**src/hw/rtl/cdlm_pkg.sv**
```systemverilog
// Shared types, constants and helper functions of the cyclic deadline latency monitor.
`default_nettype none

package cdlm_pkg;

   // Time values are taken modulo 2^TIME_BITS
   localparam int TIME_BITS     = 48;
   localparam int HIST_BINS_DEF = 1024;
   localparam int CNT_BITS      = $clog2(TIME_BITS + 1);
   localparam int PADDR_BITS    = 4;
   localparam int IDX_BITS      = 10;

   localparam logic [31:0] PERIOD_RESET = 32'd1000;

   // Error code bit positions
   localparam int ERR_LAT  = 0;
   localparam int ERR_EXEC = 1;

   // Statistic selectors for the read-statistic action
   localparam logic [IDX_BITS-1:0] STAT_LAT_SUM   = 10'd0;
   localparam logic [IDX_BITS-1:0] STAT_LAT_COUNT = 10'd1;
   localparam logic [IDX_BITS-1:0] STAT_EXE_SUM   = 10'd2;
   localparam logic [IDX_BITS-1:0] STAT_EXE_COUNT = 10'd3;
   localparam logic [IDX_BITS-1:0] STAT_OVERFLOW  = 10'd4;

   typedef enum logic [1:0] {
      ACT_START = 2'd0,
      ACT_CYCLE = 2'd1,
      ACT_BIN   = 2'd2,
      ACT_STAT  = 2'd3
   } action_type;

   typedef enum logic [1:0] {
      REG_PERIOD    = 2'd0,
      REG_MEASURE   = 2'd1,
      REG_APERIODIC = 2'd2,
      REG_RUN_MORE  = 2'd3
   } reg_index_type;

   typedef enum logic [3:0] {
      ST_CLEAR,
      ST_IDLE,
      ST_START,
      ST_EXEC,
      ST_ADV,
      ST_DIV,
      ST_LAT,
      ST_HWR,
      ST_BIN,
      ST_DONE
   } state_type;

   typedef struct packed {
      logic [31:0] period;
      logic        measure;
      logic        aperiodic;
      logic        run_more;
   } cfg_type;

   typedef struct packed {
      logic capture;
      logic clr_wr;
      logic start_set;
      logic exec_upd;
      logic dl_aper;
      logic dl_nomiss;
      logic div_start;
      logic miss_upd;
      logic lat_upd;
      logic hist_wr;
      logic bin_rd;
      logic out_load;
   } cmd_type;

   typedef struct packed {
      logic skip;
      logic aperiodic;
      logic p_zero;
      logic end_gt_nd;
      logic div_done;
      logic lat_hist;
      logic clr_last;
      logic out_free;
   } sts_type;

   // Saturate a time difference to 32 bits
   function automatic logic [31:0] clip_time(input logic [TIME_BITS:0] v);
      logic [31:0] r;
      r = (|v[TIME_BITS:32]) ? 32'hFFFF_FFFF : v[31:0];
      return r;
   endfunction

   // Saturating increment of a 32-bit count
   function automatic logic [31:0] sat_inc(input logic [31:0] v);
      logic [31:0] r;
      r = (v == 32'hFFFF_FFFF) ? v : v + 32'd1;
      return r;
   endfunction

endpackage

`default_nettype wire

```
**src/hw/rtl/cdlm_ctrl.sv**
```systemverilog
// Sequencer of the latency monitor: steps one item through the datapath.
`default_nettype none

module cdlm_ctrl (
   input  logic               clock,
   input  logic               reset,
   input  logic               req_valid,
   input  logic [1:0]         req_action,
   output logic               req_stall,
   input  cdlm_pkg::sts_type  sts,
   output cdlm_pkg::cmd_type  cmd
);

   cdlm_pkg::state_type state_ff;
   cdlm_pkg::state_type state_in;

   // State register; reset starts the histogram clearing pass
   always_ff @(posedge clock) begin
      if (reset) begin
         state_ff <= cdlm_pkg::ST_CLEAR;
      end else begin
         state_ff <= state_in;
      end
   end

   // Next state and commands
   always_comb begin
      state_in  = state_ff;
      cmd       = '0;
      req_stall = 1'b1;
      unique case (state_ff)
         cdlm_pkg::ST_CLEAR: begin
            cmd.clr_wr = 1'b1;
            if (sts.clr_last) state_in = cdlm_pkg::ST_IDLE;
         end
         cdlm_pkg::ST_IDLE: begin
            req_stall = 1'b0;
            if (req_valid) begin
               cmd.capture = 1'b1;
               unique case (cdlm_pkg::action_type'(req_action))
                  cdlm_pkg::ACT_START: state_in = cdlm_pkg::ST_START;
                  cdlm_pkg::ACT_CYCLE: state_in = cdlm_pkg::ST_EXEC;
                  cdlm_pkg::ACT_BIN:   state_in = cdlm_pkg::ST_BIN;
                  cdlm_pkg::ACT_STAT:  state_in = cdlm_pkg::ST_DONE;
                  default:             state_in = cdlm_pkg::ST_DONE;
               endcase
            end
         end
         cdlm_pkg::ST_START: begin
            cmd.start_set = 1'b1;
            state_in      = cdlm_pkg::ST_DONE;
         end
         cdlm_pkg::ST_EXEC: begin
            cmd.exec_upd = 1'b1;
            if (sts.skip) begin
               state_in = cdlm_pkg::ST_DONE;
            end else if (sts.aperiodic) begin
               cmd.dl_aper = 1'b1;
               state_in    = cdlm_pkg::ST_LAT;
            end else if (sts.p_zero) begin
               state_in = cdlm_pkg::ST_LAT;
            end else begin
               state_in = cdlm_pkg::ST_ADV;
            end
         end
         cdlm_pkg::ST_ADV: begin
            if (sts.end_gt_nd) begin
               cmd.div_start = 1'b1;
               state_in      = cdlm_pkg::ST_DIV;
            end else begin
               cmd.dl_nomiss = 1'b1;
               state_in      = cdlm_pkg::ST_LAT;
            end
         end
         cdlm_pkg::ST_DIV: begin
            if (sts.div_done) begin
               cmd.miss_upd = 1'b1;
               state_in     = cdlm_pkg::ST_LAT;
            end
         end
         cdlm_pkg::ST_LAT: begin
            cmd.lat_upd = 1'b1;
            state_in    = sts.lat_hist ? cdlm_pkg::ST_HWR : cdlm_pkg::ST_DONE;
         end
         cdlm_pkg::ST_HWR: begin
            cmd.hist_wr = 1'b1;
            state_in    = cdlm_pkg::ST_DONE;
         end
         cdlm_pkg::ST_BIN: begin
            cmd.bin_rd = 1'b1;
            state_in   = cdlm_pkg::ST_DONE;
         end
         cdlm_pkg::ST_DONE: begin
            if (sts.out_free) begin
               cmd.out_load = 1'b1;
               state_in     = cdlm_pkg::ST_IDLE;
            end
         end
         default: state_in = cdlm_pkg::ST_IDLE;
      endcase
   end

   // An accepted item always leaves idle
   a_accept_leaves_idle: assert property (@(posedge clock) disable iff (reset)
      (req_valid && !req_stall) |=> (state_ff != cdlm_pkg::ST_IDLE))
      else $error("accepted item did not start work");

   // Never load the output register over a result still held
   a_load_when_free: assert property (@(posedge clock) disable iff (reset)
      cmd.out_load |-> sts.out_free)
      else $error("result loaded over a stalled result");

   // Wait in the divide step until the quotient is ready
   a_div_wait: assert property (@(posedge clock) disable iff (reset)
      (state_ff == cdlm_pkg::ST_DIV && !sts.div_done) |=> (state_ff == cdlm_pkg::ST_DIV))
      else $error("left divide step early");

endmodule

`default_nettype wire

```
**config.mk**
```make
export PLATFORM = sky130hd
export DESIGN_NAME = cdlm_ctrl
export DESIGN_NICKNAME = d
export VERILOG_FILES = /design/src/hw/rtl/cdlm_pkg.sv /design/src/hw/rtl/cdlm_ctrl.sv
export SDC_FILE = /design/constraint.sdc
export NUM_CORES = 1
export LEC_CHECK = 0
export BUFFER_PORTS_ARGS = -buffer_cell sky130_fd_sc_hd__buf_2
export CAP_MARGIN = 40
export CORE_AREA = 10 10 47 49
export CTS_BUF_LIST = sky130_fd_sc_hd__clkbuf_8
export DETAILED_ROUTE_END_ITERATION = 8
export DIE_AREA = 0 0 57 59
export GPL_TIMING_DRIVEN = 0
export PLACE_DENSITY = 0.66
export SLEW_MARGIN = 20
export SYNTH_ARGS = -nofsm -noshare
export SYNTH_HDL_FRONTEND = slang
export SYNTH_SLANG_ARGS = --single-unit
```
**constraint.sdc**
```tcl
create_clock -name clock -period 2.05 [get_ports clock]
set_input_delay 0.1025 -clock clock [delete_from_list [all_inputs] [get_ports clock]]
set_output_delay 0.1025 -clock clock [all_outputs]
set_load 0.05 [all_outputs]
```
Yosys cells after proc, flatten, opt, wreduce, memory -nomap -nowiden. Index checks and enable logic that the tools add are counted.

Flip-flop bits (word level): 4. Bits of input ports: 13. Output and inout port bits: 13. Word-level logic and storage cells: 50.

Equal/unequal tests: 16. Mux-type cells: 29. Reductions and logical operators: 4.

Operator list (number): $pmux W4 S8 (1); $mux W4 (7); $eq A4 B3 Y1 const B (4); $mux W1 (16); $pmux W4 S4 (1); $eq A4 B2 Y1 const B (2); $eq A4 B4 Y1 const B (2); $mux W2 (4); $ne A2 B2 Y1 const B (4); $eq A2 B2 Y1 const B (2); $eq A4 B1 Y1 const B (1); $logic_not A4 Y1 (1); $reduce_and A4 Y1 (1); $reduce_or A3 Y1 (1); $eq A2 B1 Y1 const B (1); $logic_not A2 Y1 (1).

Depth between registers and ports, before layout.
Word-level depth: 4. Mapped depth: 5.

Least setup slack after synthesis. OpenSTA, ideal clock, no wires.

Path kind: reg-to-reg. Start: register state_ff[1]. End: register state_ff[0]. Library setup time: 0.204 ns. Arrival time: 2.283 ns. Required time: 1.846 ns. Slack: -0.437 ns. Stages on the path, launching flop included: 4. Path buffers: 1. Period minus slack after synthesis: 2.487 ns. Path through: dfxtp_1 buf_6 nor4_1 a211oi_1.

Longest elaborated chain between the ends: 3. Elaborated cells on any way between the ends: 17. Classes of those cells: eq/ne: 13; mux: 1; reduce/logical: 3.

RTL lines: start, declared (RTL line cdlm_ctrl.sv:14) `cdlm_pkg::state_type state_ff;`; start signal, assigned (RTL line cdlm_ctrl.sv:20) `state_ff <= cdlm_pkg::ST_CLEAR;`; start signal, assigned (RTL line cdlm_ctrl.sv:22) `state_ff <= state_in;`; $eq A4 B4 Y1, or another cell as far along (RTL line cdlm_ctrl.sv:31) `unique case (state_ff)`; $reduce_or A3 Y1 (no source line) or $ne A2 B2 Y1 (tied branches); $pmux W4 S8 or $reduce_and A4 Y1 (tied branches).

Several ways; a longest one is shown, not always the timed one. A chain may end at the register's enable or synchronous reset.

==> impl_summary.txt <==
----------------------------------------------------
[Status]
  Run status ... completed

[Synth]
  Biggest area consumer among synthesized cells ... dfxtp_1
  Post-synth EDFFs ... 0
  Top FF cell, synth ... dfxtp_1
  Post-synthesis cell type count ... 34
  Syn Nets ... 76
  Post-Syn Area per Cell ... 7.666 um2
  Seq/Total Area, Yosys ... 0.1658
  Netlist Area Pre-Place ... 483.0 um2
  Async S/R FF share, synth ... 0
  Yosys warnings ... 0
  Top cell type's share of synthesized area ... 0.1658
  Top post-synthesis cells by area ... dfxtp_1 (17%), nor2_1 (5.4%), and3_1 (5.2%), nand2b_1 (5.2%), a211oi_1 (4.7%)
  Mapped Cells ... 63
  FF+latch count, synth ... 4

[Cells and area]
  Antenna diode count ... 0
  Register name with the most flops ... state_ff
  Number of flip-flops in the largest register ... 4
  Registers with the most flip-flops ... state_ff: 4 flops
  Seq. cell area ... 80.08 um2
  Leading cell types in the layout, fill and taps excluded ... buf_2 (25), nor2_1 (7), nand2_1 (5)
  Net count reported at finish ... 106
  Filler cell count in the final layout ... 148
  Area added between synthesis and finish ... 39.90%
  Area taken by multi-input logic gates ... 357.8 um2
  Most common library cell in the layout ignoring fill and taps ... buf_2
  Utilization after layout ... 0.4821
  Fraction of final layout cells sized beyond drive strength 1 ... 0.4286

[Critical path]
  Capturing element type of the critical path ... primary output
  Source of the worst register-to-register timing path ... state_ff[0]$_SDFFE_PP0P_
  CP Class ... flop to primary output
  Category of the worst setup path launch point ... flop
  Peak fanout along the critical path ... 6
  Crit. Startpoint ... state_ff[0]$_SDFFE_PP0P_
  Worst-path cell chain ... inv_1, nor2_1, and3_1, buf_2
  CP peak stage delay ... 420 ps
  Required time of the worst setup path ... 1950 ps
  Cell type of the slowest stage on the worst timing path ... dfxtp_1
  Arr. time, crit path ... 1560 ps

[Timing]
  Slew at the pin closest to its max-slew limit ... 325.6 ps
  Pins Over Slew Limit ... 0
  Total count of hold-check failures in the final report ... 0
  Timing-limited maximum frequency ... 601.6 MHz
  Clock period minus final worst setup slack ... 1662 ps
  Setup skew after layout ... 0.5921 ps
  Setup TNS Final ... 0 ps
  Setup violation total in the final timing report ... 0
  Worst hold slack after final layout ... 125.7 ps
  Worst relative slew slack ... 0.7821
  Fraction of the cycle the final worst path needs ... 0.8109
  RSZ-0062 raised after global routing ... false

[Clock tree]
  Clock latency on the worst-skew pair ... 220 ps
  Maximum buffer depth of the clock tree ... 2
  Number of buffers inserted during clock tree synthesis ... 3
  Worst-path clk slew ... 30 ps
  Num Clock Sinks ... 4
  Clock tree from TritonCTS ... yes
  Library cell used as clock root buffer ... clkbuf_8
  H-tree depth ... 1
  Number of buffers added to fix hold violations after cts ... 0
  Post-CTS setup buffer count ... 0
  Cells resized by post-CTS repair ... 0

[GRT]
  Largest net degree at the start of global routing ... 11
  Number of global-route vias before repair ... 614
  Leftover overflow at the end of global routing ... 0
  Wire length of the first global-routing pass ... 2.670 mm
  Initial antenna violation count ... 0
  All-layer global routing usage ... 0.09511

[Placed design]
  DP Wirelength ... 1.247 mm
  Port-buffer cells ... 25
  Gp weighted congestion ... 0.8602

[Pwr]
  Worst vdd ir ... 0.3060 mV
  Power consumption ... 341.3 uW
  Switching portion of total power ... 0.2979
  Pwr/cell area ... 505.1 nW/um2
  Net Switching ... 101.7 uW
  Proportion of power drawn by the clock network ... 0.484
  Cell-internal power ... 239.6 uW
  Leakage power of the design ... 0.0003228 uW
  Combinational share of power ... 0.267
  Fraction of power consumed by sequential logic ... 0.249

[Routing]
  WL per Instance ... 15.24 um
  Detailed-routing iteration count for the pre-antenna-repair pass ... 4
  Total wirelength of the detailed-routed design ... 1.631 mm
  Via Count ... 573
  Drt via density ... 5.355
  Drc violations ... 0
  Number of nets with antenna violations after routing ... 0
  Detailed Route Iter0 Violations ... 10

[Floorplan]
  Die ar. ... 3363 um2
  Placeable core region ... 1401 um2
  Row cnt ... 14
  Number of top-level design ports ... 26
  Starting density of the core ... 0.3446
  Die extent in y ... 59 um
  Die Wd ... 57 um

[Hold path]
  Beginning of the worst hold path ... reset
  Path class of the lowest-slack min-delay path ... input pin to flop

[Run]
  Maximum Capacitance Violations ... 0

----------------------------------------------------
## path summary, 6_finish.rpt
kind                                                 end  slack, ps  depth (start not counted)
worst max-delay path                              cmd[7]        390                          4
worst min-delay path            state_ff[1]$_SDFFE_PP0P_        130                          2
worst max register to register  state_ff[0]$_SDFFE_PP0P_        610                          4
worst min register to register  state_ff[2]$_SDFFE_PP0P_        670                          2
## Yosys cell counts (2+ instances only)
cell and instances:
nor3_1 4, nor2_1 7, a2bb2oi_1 2, nand3b_1 2, nand2b_1 4, buf_6 2, and2_2 2, nand2_1 5
and3_1 4, a211oi_1 3, inv_1 2, dfxtp_1 4
## layer usage
layer  part of all wire  up-vias  GRT usage  wire length [um]
li1                   -      286          -                 -
met1               0.39      264    0.09394               637
met2               0.52       21     0.1783               848
met3              0.078        2    0.03648               128
met4              0.010        0    0.03020                17
met5                  0        -          0                 0
## critical path, delay by kind of cell, from the launching register on
kind | cells | cell delay (ps)
buffers and inverters | 2 | 410
flip-flops | 1 | 420
AND/OR/NAND/NOR | 2 | 520
## layout make-up
| cell class | count | share of cell area |
|---|---|---|
| buffer | 4 | 0.06481 |
| sequential | 4 | 0.1185 |
| tap | 16 | 0.02963 |
| clock buffer | 3 | 0.06111 |
| timing repair buffer | 25 | 0.1852 |
| multi-input combinational | 53 | 0.5296 |
| inverter | 2 | 0.01111 |
## power groups by stage
stage | sequential, uW | combinational (uW) | clock, uW
finish | 84.8 | 91.2 | 165
global route | 85.3 | 98.6 | 173
CTS | 84.9 | 91.6 | 163
detailed placement | 86.0 | 90.8 | 0
global placement | 85.9 | 90.0 | 0
floorplan | 84.4 | 62.0 | 0
## logic make-up (layout without fill, tap and decap cells)
group                  Yosys count  in the layout  synth area share
and+or+nand+nor                 39             39            0.4845
muxes                            1              1           0.02073
AOI/OAI and AO/OA               13             13            0.2228
DFF                              4              4            0.1658
buffers and inverters            6             34            0.1062
## per-stage QoR
stage / std cells / cell area [um2] / setup slack [ps]
5_1_grt: 107 / 675.6 / 248.9
3_3_place_gp: 104 / 634.4 / 624.4
3_5_place_dp: 104 / 634.4 / 603.9
6_report: 107 / 675.6 / 387.7
4_1_cts: 107 / 675.6 / 371.3
2_1_floorplan: 63 / 489.2 / 224.3
(Power assumes the default switching activity.)
