[config.mk]
export PLATFORM = sky130hd
export DESIGN_NAME = cdlm_csr
export DESIGN_NICKNAME = d
export VERILOG_FILES = /design/src/hw/rtl/cdlm_pkg.sv /design/src/hw/rtl/cdlm_csr.sv
export SDC_FILE = /design/constraint.sdc
export NUM_CORES = 1
export LEC_CHECK = 0
export ABC_AREA = 1
export BUFFER_PORTS_ARGS = -buffer_cell sky130_fd_sc_hd__clkbuf_2
export CORE_ASPECT_RATIO = 0.75
export CORE_MARGIN = 2
export CORE_UTILIZATION = 46
export DETAILED_ROUTE_END_ITERATION = 6
export PLACE_DENSITY = 0.85
export SLEW_MARGIN = 20
export SYNTH_ARGS = -nofsm -noshare
export SYNTH_HDL_FRONTEND = slang
export SYNTH_SLANG_ARGS = --single-unit
[constraint.sdc]
create_clock -name clock -period 2 [get_ports clock]
set_clock_uncertainty 0.15 [all_clocks]
set_input_delay 0.2 -clock clock [delete_from_list [all_inputs] [get_ports clock]]
set_output_delay 0.2 -clock clock [all_outputs]
set_load 0.02 [all_outputs]
[src/hw/rtl/cdlm_pkg.sv]
// Shared types, constants and helper functions of the cyclic deadline latency monitor.
`default_nettype none

package cdlm_pkg;

   // Time values are taken modulo 2^TIME_BITS
   localparam int TIME_BITS     = 48;
   localparam int HIST_BINS_DEF = 1024;
   localparam int CNT_BITS      = $clog2(TIME_BITS + 1);
   localparam int PADDR_BITS    = 4;
   localparam int IDX_BITS      = 10;

   localparam logic [31:0] PERIOD_RESET = 32'd1000;

   // Error code bit positions
   localparam int ERR_LAT  = 0;
   localparam int ERR_EXEC = 1;

   // Statistic selectors for the read-statistic action
   localparam logic [IDX_BITS-1:0] STAT_LAT_SUM   = 10'd0;
   localparam logic [IDX_BITS-1:0] STAT_LAT_COUNT = 10'd1;
   localparam logic [IDX_BITS-1:0] STAT_EXE_SUM   = 10'd2;
   localparam logic [IDX_BITS-1:0] STAT_EXE_COUNT = 10'd3;
   localparam logic [IDX_BITS-1:0] STAT_OVERFLOW  = 10'd4;

   typedef enum logic [1:0] {
      ACT_START = 2'd0,
      ACT_CYCLE = 2'd1,
      ACT_BIN   = 2'd2,
      ACT_STAT  = 2'd3
   } action_type;

   typedef enum logic [1:0] {
      REG_PERIOD    = 2'd0,
      REG_MEASURE   = 2'd1,
      REG_APERIODIC = 2'd2,
      REG_RUN_MORE  = 2'd3
   } reg_index_type;

   typedef enum logic [3:0] {
      ST_CLEAR,
      ST_IDLE,
      ST_START,
      ST_EXEC,
      ST_ADV,
      ST_DIV,
      ST_LAT,
      ST_HWR,
      ST_BIN,
      ST_DONE
   } state_type;

   typedef struct packed {
      logic [31:0] period;
      logic        measure;
      logic        aperiodic;
      logic        run_more;
   } cfg_type;

   typedef struct packed {
      logic capture;
      logic clr_wr;
      logic start_set;
      logic exec_upd;
      logic dl_aper;
      logic dl_nomiss;
      logic div_start;
      logic miss_upd;
      logic lat_upd;
      logic hist_wr;
      logic bin_rd;
      logic out_load;
   } cmd_type;

   typedef struct packed {
      logic skip;
      logic aperiodic;
      logic p_zero;
      logic end_gt_nd;
      logic div_done;
      logic lat_hist;
      logic clr_last;
      logic out_free;
   } sts_type;

   // Saturate a time difference to 32 bits
   function automatic logic [31:0] clip_time(input logic [TIME_BITS:0] v);
      logic [31:0] r;
      r = (|v[TIME_BITS:32]) ? 32'hFFFF_FFFF : v[31:0];
      return r;
   endfunction

   // Saturating increment of a 32-bit count
   function automatic logic [31:0] sat_inc(input logic [31:0] v);
      logic [31:0] r;
      r = (v == 32'hFFFF_FFFF) ? v : v + 32'd1;
      return r;
   endfunction

endpackage

`default_nettype wire

[src/hw/rtl/cdlm_csr.sv]
// APB-style configuration register file of the latency monitor.
`default_nettype none

module cdlm_csr (
   input  logic                             clock,
   input  logic                             reset,
   input  logic                             psel,
   input  logic                             penable,
   input  logic                             pwrite,
   input  logic [cdlm_pkg::PADDR_BITS-1:0]  paddr,
   input  logic [31:0]                      pwdata,
   output logic [31:0]                      prdata,
   output logic                             pready,
   output cdlm_pkg::cfg_type                cfg
);

   cdlm_pkg::cfg_type       cfg_ff;
   cdlm_pkg::reg_index_type reg_sel;
   logic                    wr_en;

   assign reg_sel = cdlm_pkg::reg_index_type'(paddr[3:2]);
   assign wr_en   = psel & penable & pwrite;
   assign pready  = 1'b1;
   assign cfg     = cfg_ff;

   // Write registers on the access phase
   always_ff @(posedge clock) begin
      if (reset) begin
         cfg_ff.period    <= cdlm_pkg::PERIOD_RESET;
         cfg_ff.measure   <= 1'b1;
         cfg_ff.aperiodic <= 1'b0;
         cfg_ff.run_more  <= 1'b0;
      end else if (wr_en) begin
         unique case (reg_sel)
            cdlm_pkg::REG_PERIOD:    cfg_ff.period    <= pwdata;
            cdlm_pkg::REG_MEASURE:   cfg_ff.measure   <= pwdata[0];
            cdlm_pkg::REG_APERIODIC: cfg_ff.aperiodic <= pwdata[0];
            cdlm_pkg::REG_RUN_MORE:  cfg_ff.run_more  <= pwdata[0];
            default: ;
         endcase
      end
   end

   // Read back
   always_comb begin
      unique case (reg_sel)
         cdlm_pkg::REG_PERIOD:    prdata = cfg_ff.period;
         cdlm_pkg::REG_MEASURE:   prdata = {31'd0, cfg_ff.measure};
         cdlm_pkg::REG_APERIODIC: prdata = {31'd0, cfg_ff.aperiodic};
         cdlm_pkg::REG_RUN_MORE:  prdata = {31'd0, cfg_ff.run_more};
         default:                 prdata = 32'd0;
      endcase
   end

endmodule

`default_nettype wire

Word level (Yosys, flattened, before mapping):

Cells that the tools add are included.

* word-level logic and storage cells: 15
* input port bits: 41
* register bits: 35
* output and inout port bits: 68

* reduce and logical (&&, ||, !) cells: 5
* muxes and demuxes: 1
* equal/unequal tests: 3
* bitwise logic cells: 2

Operators with widths (number)
* $pmux 32 s4: 1
* $reduce_and 2->1: 4
* $eq 2x2->1 const B: 2
* $and 1x1->1: 2
* $eq 2x1->1 const B: 1
* $logic_not 2->1: 1

Logic depth before layout (Yosys ltp):

Gate-level depths: netlist of run 1.

* depth after elaboration: 3
* depth in mapped cells: 6
* mapped depth without buffers: 5

Least setup slack after synthesis of run 1:

Ideal clock, no wire load.

* kind: input to output
* start point: in paddr[3] (netlist bit)
* end point: out prdata[0]
* arrival time: 823 ps
* path buffers: 1
* data required time: 1650 ps
* path slack: 827 ps
* cell stages on the path: 4
* cell sequence: nor2_4 buf_2 nand2_1 nand4_1

* longest elaborated chain between the ends: 2
* elaborated cells on any way between the ends: 5
* those cells by class: eq/ne: 3; mux: 1; reduce/logical: 1

RTL lines
* from (decl): line cdlm_csr.sv:10 `input logic [cdlm_pkg::PADDR_BITS-1:0] paddr,`
* $eq 2x2->1 (tied with other cells): line cdlm_csr.sv:46 `unique case (reg_sel)`
* $pmux 32 s4 *: line cdlm_csr.sv:46
* to (decl): line cdlm_csr.sv:12 `output logic [31:0] prdata,`

Every way passes the cells marked *; elsewhere a longest branch is shown, timed or not.

Final worst setup path of run 1:

Ends and elaborated chain as after synthesis.

==> impl_metrics.toml, run 1 <==
[detailed_routing]
dr.pass1.iters = 4
via_per_inst = 4.38
dr_total_vias = 1996
drc = 0
drt-initial-drc-count = 53
wl_per_cell_um = 9.37
wl_um = 4270
drtAntennaViolNets = 0

[worst_setup_path]
critical_path_class = "in2out"
path_max_fanout = 18
r2r_start = "cfg[0]"
worst_path_most_repeated_cell = "clkbuf_2"
crit_chain = "clkbuf_2 -> nor2_4 -> nand2_1 -> nand4_1 -> clkbuf_2"
cp.required_ps = 1650
critPathLaunch = "paddr[3]"
endpoint_kind = "output port"
cp.arrival_ps = 1080
crit_path_top_delay_cell = "nor2_4"
start_kind = "input pin"
max_stage_delay_ps = 370

[floorplan]
die-height_um = 57.8
die_x_um = 75.8
die-area_um2 = 4380
rows = 19
io_pins = 109
core_area_um2 = 3680
start_util_pct = 48.2

[power]
combPwrFrac_pct = 16.0
seqPwrFrac_pct = 50.8
internal_power_mw = 1.05
switching_share_pct = 26.5
clkPwrFrac_pct = 33.2
powerDensity_nw_per_um2 = 574
vdd_drop_max_v = 0.000389
power.leakage_nw = 1.40
p_switching_mw = 0.378

[clock_tree]
htreeDepth = 2
numCtsBuffers = 5
clock-sinks = 35
clock_path_buffers = 2
root_buffer = "clkbuf_8"
post_cts_resized = 0
cts_tree = "built"
clk_pin_slew_ps = 70
clock_latency_ps = 270

[hold_path]
hp-class = "in2reg"
holdCritStartpoint = "pwdata[0]"

[grt]
grt_overflow = 0
grt_pass1_wl_um = 6890
antenna_found_initial = 0
grt_pass1_vias = 1689
grtUsageTotal_pct = 20.1
grt_max_degree = 36

[layout]
drive_above_1_share_pct = 30.7
multi_input_area_um2 = 751
regArea_um2 = 701
largest_register_ff_count = 35
nNetsFinal = 444
synthToLayoutAreaGrowth_pct = 39.6
antenna_cells = 0
n_fill_cell = 330
design_area_um2 = 2480

[timing]
slew_violations = 0
setup_viol = 0
max_freq_mhz = 700
period_needed_ps = 1430
rsz0062_at_grt = "no"
fin_crit_sh_pct = 71.4
fin_ws_ps = 572
hold_viol = 0
setup-tns-final_ps = 0

[placed_design]
dp_slack_ps = 533
place_area_um2 = 2340
io_buffers = 105
place.gp.congestion = 0.751
dp_hpwl_um = 3110

[logic_synthesis]
synth.distinct_cells = 17
ys_ff_latch = 35
ys.warnings.count = 0
syn_area_um2 = 1780
synth_nets = 334
synthCells = 293
synth-seq-area-share_pct = 39.4
avgSynthCellArea_um2 = 6.06

[run_status]
status = "complete, no violations"

[flow_run]
cap_violations = 0
-- cell usage after synthesis (all sizes together) --
master,instances,area (µm²)
clkbuf,3,11.3
buf,12,81.3
nand4,1,6.26
nand3,37,185
clkinv,1,3.75
inv,61,229
a21oi,2,10.0
nor2,90,355
conb,1,3.75
nand2,50,190
dfxtp,35,701
-- power by group through the flow --
stage	clock [mW]	combinational [mW]	sequential, mW
after floorplan	0	0.117	0.757
after global placement	0	0.216	0.739
after detailed placement	0	0.219	0.740
after CTS	0.492	0.229	0.724
after global routing	0.525	0.256	0.726
final	0.473	0.227	0.724
-- layout by cell type (no fill, tap or decap) --
master / instances
clkbuf_2: 105
nor2_1: 87
inv_1: 59
nand2_1: 49
nand3_1: 37
dfxtp_1: 35
dlygate4sd3_1: 6
buf_4: 6
clkbuf_8: 5
inv_2: 2
nor2_4: 2
a21oi_1: 2
clkbuf_1: 2
nand2_2: 1
nand4_1: 1
nor2_2: 1
clkinv_1: 1
conb_1: 1
clkinv_2: 1
buf_12: 1
-- stage by stage --
step                      instances  hold slack [ps]  total power [mW]  utilization (%)
after floorplan                 293              176             0.874                -
after global placement          442              263             0.955             63.5
after detailed placement        442              272             0.959             63.5
after CTS                       456             34.1              1.45             67.3
after global routing            456             53.7              1.51             67.3
final                           456             37.0              1.42             67.3
-- timing repair --
item                                   4_1_cts  5_1_grt
hold buffers                                 6        0
endpoints found under the hold margin        6        0
buffers inserted                             0        0
-- kinds of logic (layout without fill, tap and decap cells) --
family,after synthesis,in the layout,share of synthesized area (%)
DFF,35,35,39.4
and+or+nand+nor,178,178,41.5
AOI/OAI and AO/OA,2,2,0.563
buffers and inverters,77,188,18.3
other,1,1,0.211
-- metal layers --
| metal | GRT usage (%) | vias up | share of wire, % |
|---|---|---|---|
| met5 | 0 | - | 0 |
| met4 | 4.76 | 0 | 0.40 |
| met1 | 22.4 | 865 | 45 |
| met3 | 6.96 | 2 | 7.8 |
| li1 | - | 1061 | - |
| met2 | 36.2 | 68 | 47 |
-- worst paths after layout --
path                             endpoint  slack (ps)  cells after the start
worst max-delay path            prdata[0]         570                      5
worst max register to register     cfg[0]        1240                      2
worst min-delay path               cfg[2]          40                      3
worst min register to register    cfg[12]         340                      2
-- cell type report --
| type | instances | area share [%] |
|---|---|---|
| Timing Repair Buffer | 118 | 26.2 |
| Inverter | 62 | 9.38 |
| Multi-Input combinational cell | 181 | 30.3 |
| Sequential cell | 35 | 28.2 |
| Clock inverter | 1 | 0.202 |
| Tap cell | 52 | 2.62 |
| Clock buffer | 7 | 3.08 |
-- critical path, delay by kind of cell --
family	cells	cell delay [ps]
buf+inv	2	310
simple gates	3	560
Note: power is estimated with default switching activity, not from simulation.
==> run 2, diff against run 1 <==
--- a/config.mk
+++ b/config.mk
@@ -9,9 +9,9 @@
 export BUFFER_PORTS_ARGS = -buffer_cell sky130_fd_sc_hd__clkbuf_2
 export CORE_ASPECT_RATIO = 0.75
 export CORE_MARGIN = 2
-export CORE_UTILIZATION = 46
+export CORE_UTILIZATION = 39
 export DETAILED_ROUTE_END_ITERATION = 6
-export PLACE_DENSITY = 0.85
+export PLACE_DENSITY = 0.77
 export SLEW_MARGIN = 20
 export SYNTH_ARGS = -nofsm -noshare
 export SYNTH_HDL_FRONTEND = slang
==> constraint.sdc (replaced) <==
create_clock -name clock -period 1.3 [get_ports clock]
set_clock_uncertainty 0.15 [all_clocks]
set_input_delay 0.13 -clock clock [delete_from_list [all_inputs] [get_ports clock]]
set_output_delay 0.13 -clock clock [all_outputs]
set_load 0.02 [all_outputs]
==> run 2 against run 1 <==
Compared with the run above:
- global-route usage down 2.1 points
- die area up 17%
- non-clock buffer count rose by 6
- power grew 54%
- core utilization is 8.9 points lower
- wire length grew 4.7%
- final cell count grew 2.0%
- combinational power rose by 67%
- sequential power is 53% higher
- design area increased by 3.9%
- hold slack got worse by 33 ps
- critical path type is now reg2out
- largest power group unchanged
==> impl_metrics.toml, run 2 (same netlist as run 1, synthesis figures left out) <==
[run_status]
status = "complete, no violations"

[timing]
hold_viol = 0
rsz0062_at_grt = "no"
setup_viol = 0
setup-tns-final_ps = 0
slew_violations = 0
max_freq_mhz = 807
fin_crit_sh_pct = 95.3
period_needed_ps = 1240

[floorplan]
start_util_pct = 40.2
core_area_um2 = 4410
die_x_um = 81.9
io_pins = 109
rows = 21
die-height_um = 62.5
die-area_um2 = 5120

[grt]
grt_pass1_wl_um = 7360
grt_pass1_vias = 1744
grt_overflow = 0
grt_max_degree = 36
grtUsageTotal_pct = 18.0
antenna_found_initial = 0

[layout]
layout_common_cells = "93 x clkbuf_2, 87 x nor2_1, 59 x inv_1, 49 x nand2_1, 37 x nand3_1"
nNetsFinal = 450
drive_above_1_share_pct = 32.8
synthToLayoutAreaGrowth_pct = 45.1
regArea_um2 = 708
antenna_cells = 0
final_common_cell = "clkbuf_2"
largest_register_ff_count = 35
n_fill_cell = 433
finalNonFillerCells = 465
multi_input_area_um2 = 751

[worst_setup_path]
r2r_cells = 2
path_max_fanout = 3
cp_top_family = "flip-flops"
r2r_setup_slack_ps = 540
r2r_start = "cfg[31]"
max_stage_delay_ps = 370
start_kind = "register"
cp.required_ps = 1020
crit_chain = "inv_1 -> nor2_1 -> buf_4"
cp_num_buf_inv = 2
crit_path_top_delay_cell = "dfxtp_1"
endpoint_kind = "output port"
rr_endpoint = "cfg[31]"
cp.arrival_ps = 960
critical_path_class = "reg2out"

[power]
power.leakage_nw = 1.45
seqPwrFrac_pct = 50.7
p_switching_mw = 0.585
clkPwrFrac_pct = 32.1
internal_power_mw = 1.61
powerDensity_nw_per_um2 = 853
vdd_drop_max_v = 0.000543
switching_share_pct = 26.6
combPwrFrac_pct = 17.2

[clock_tree]
htreeDepth = 2
clock_path_buffers = 2
clock-sinks = 35
numCtsBuffers = 5
clk_pin_slew_ps = 70
root_buffer = "clkbuf_8"
clock_latency_ps = 270
post_cts_buffers = 0
cts_tree = "built"

[flow_run]
cap_violations = 0

[detailed_routing]
via_per_inst = 4.36
drc = 0
drtAntennaViolNets = 0
dr_total_vias = 2027
drt-initial-drc-count = 37
wl_per_cell_um = 9.62
dr.pass1.iters = 4
wl_um = 4470

[hold_path]
min_delay_path_depth = 5
hp-class = "in2reg"
holdCritStartpoint = "pwdata[27]"
hold-path-endpoint = "cfg[30]"

[placed_design]
io_buffers = 105
dp_hpwl_um = 3340
place.gp.congestion = 0.750
placed_cells = 452
## run 2: cell types whose count changed in the layout (fill, tap and decap cells not counted), moves of 3 or more
cell,previous run,this run
buf_12,1,4
dfxtp_1,35,29
dfxtp_2,0,6
buf_4,6,11
clkbuf_2,105,93
buf_2,0,9
## run 2: final cells by class
class | count | share of cell area [%]
tap | 57 | 2.77
timing repair buffer | 124 | 28.8
multi-input combinational | 181 | 29.1
inverter | 62 | 9.02
sequential | 35 | 27.5
clock buffer | 6 | 2.81
## run 2: through the flow
step | util [%] | area, µm² | hold slack [ps] | power, mW | worst slack (ps)
after floorplan | - | 1780 | 106 | 1.34 | 222
after global placement | 54.8 | 2420 | 195 | 1.50 | 128
after detailed placement | 54.8 | 2420 | 198 | 1.50 | 94.2
after CTS | 58.1 | 2560 | 1.64 | 2.22 | 21.3
after global routing | 58.4 | 2580 | 11.7 | 2.32 | 0.195
final | 58.4 | 2580 | 3.57 | 2.20 | 61.2
## run 2: metal layers
layer  up-vias  global-route usage [%]  wire, µm
met5         -                       0         0
met4         0                    5.00        44
met3         5                    5.64       359
met2        63                    31.4      2100
met1       883                    20.9      1970
li1       1076                       -         -
## run 2: worst max-delay path by stage
stage,startpoint,endpoint,cells after the start
2_1_floorplan,cfg[13],prdata[10],2
3_3_place_gp,paddr[2],prdata[16],6
3_5_place_dp,paddr[3],prdata[4],6
4_1_cts,cfg[2],prdata[0],3
5_1_grt,cfg[23],prdata[20],3
6_report,cfg[23],prdata[20],3
## run 2: power groups by stage
stage / Combinational (mW) / Clock, mW / Sequential, mW
after CTS: 0.381 / 0.730 / 1.11
after global routing: 0.423 / 0.777 / 1.12
after global placement: 0.359 / 0 / 1.14
final: 0.378 / 0.706 / 1.11
after floorplan: 0.179 / 0 / 1.16
after detailed placement: 0.363 / 0 / 1.14
## run 2: worst min-delay path, stage by stage
cell and delay, ps:
clkbuf_2 80, inv_1 40, nand3_1 60, nand2_1 60, nor2_1 30
## run 2: what timing repair did
action	4_1_cts	5_1_grt
setup endpoints to repair	0	14
resized for setup	0	21
endpoints found under the hold margin	7	0
hold buffers	7	0
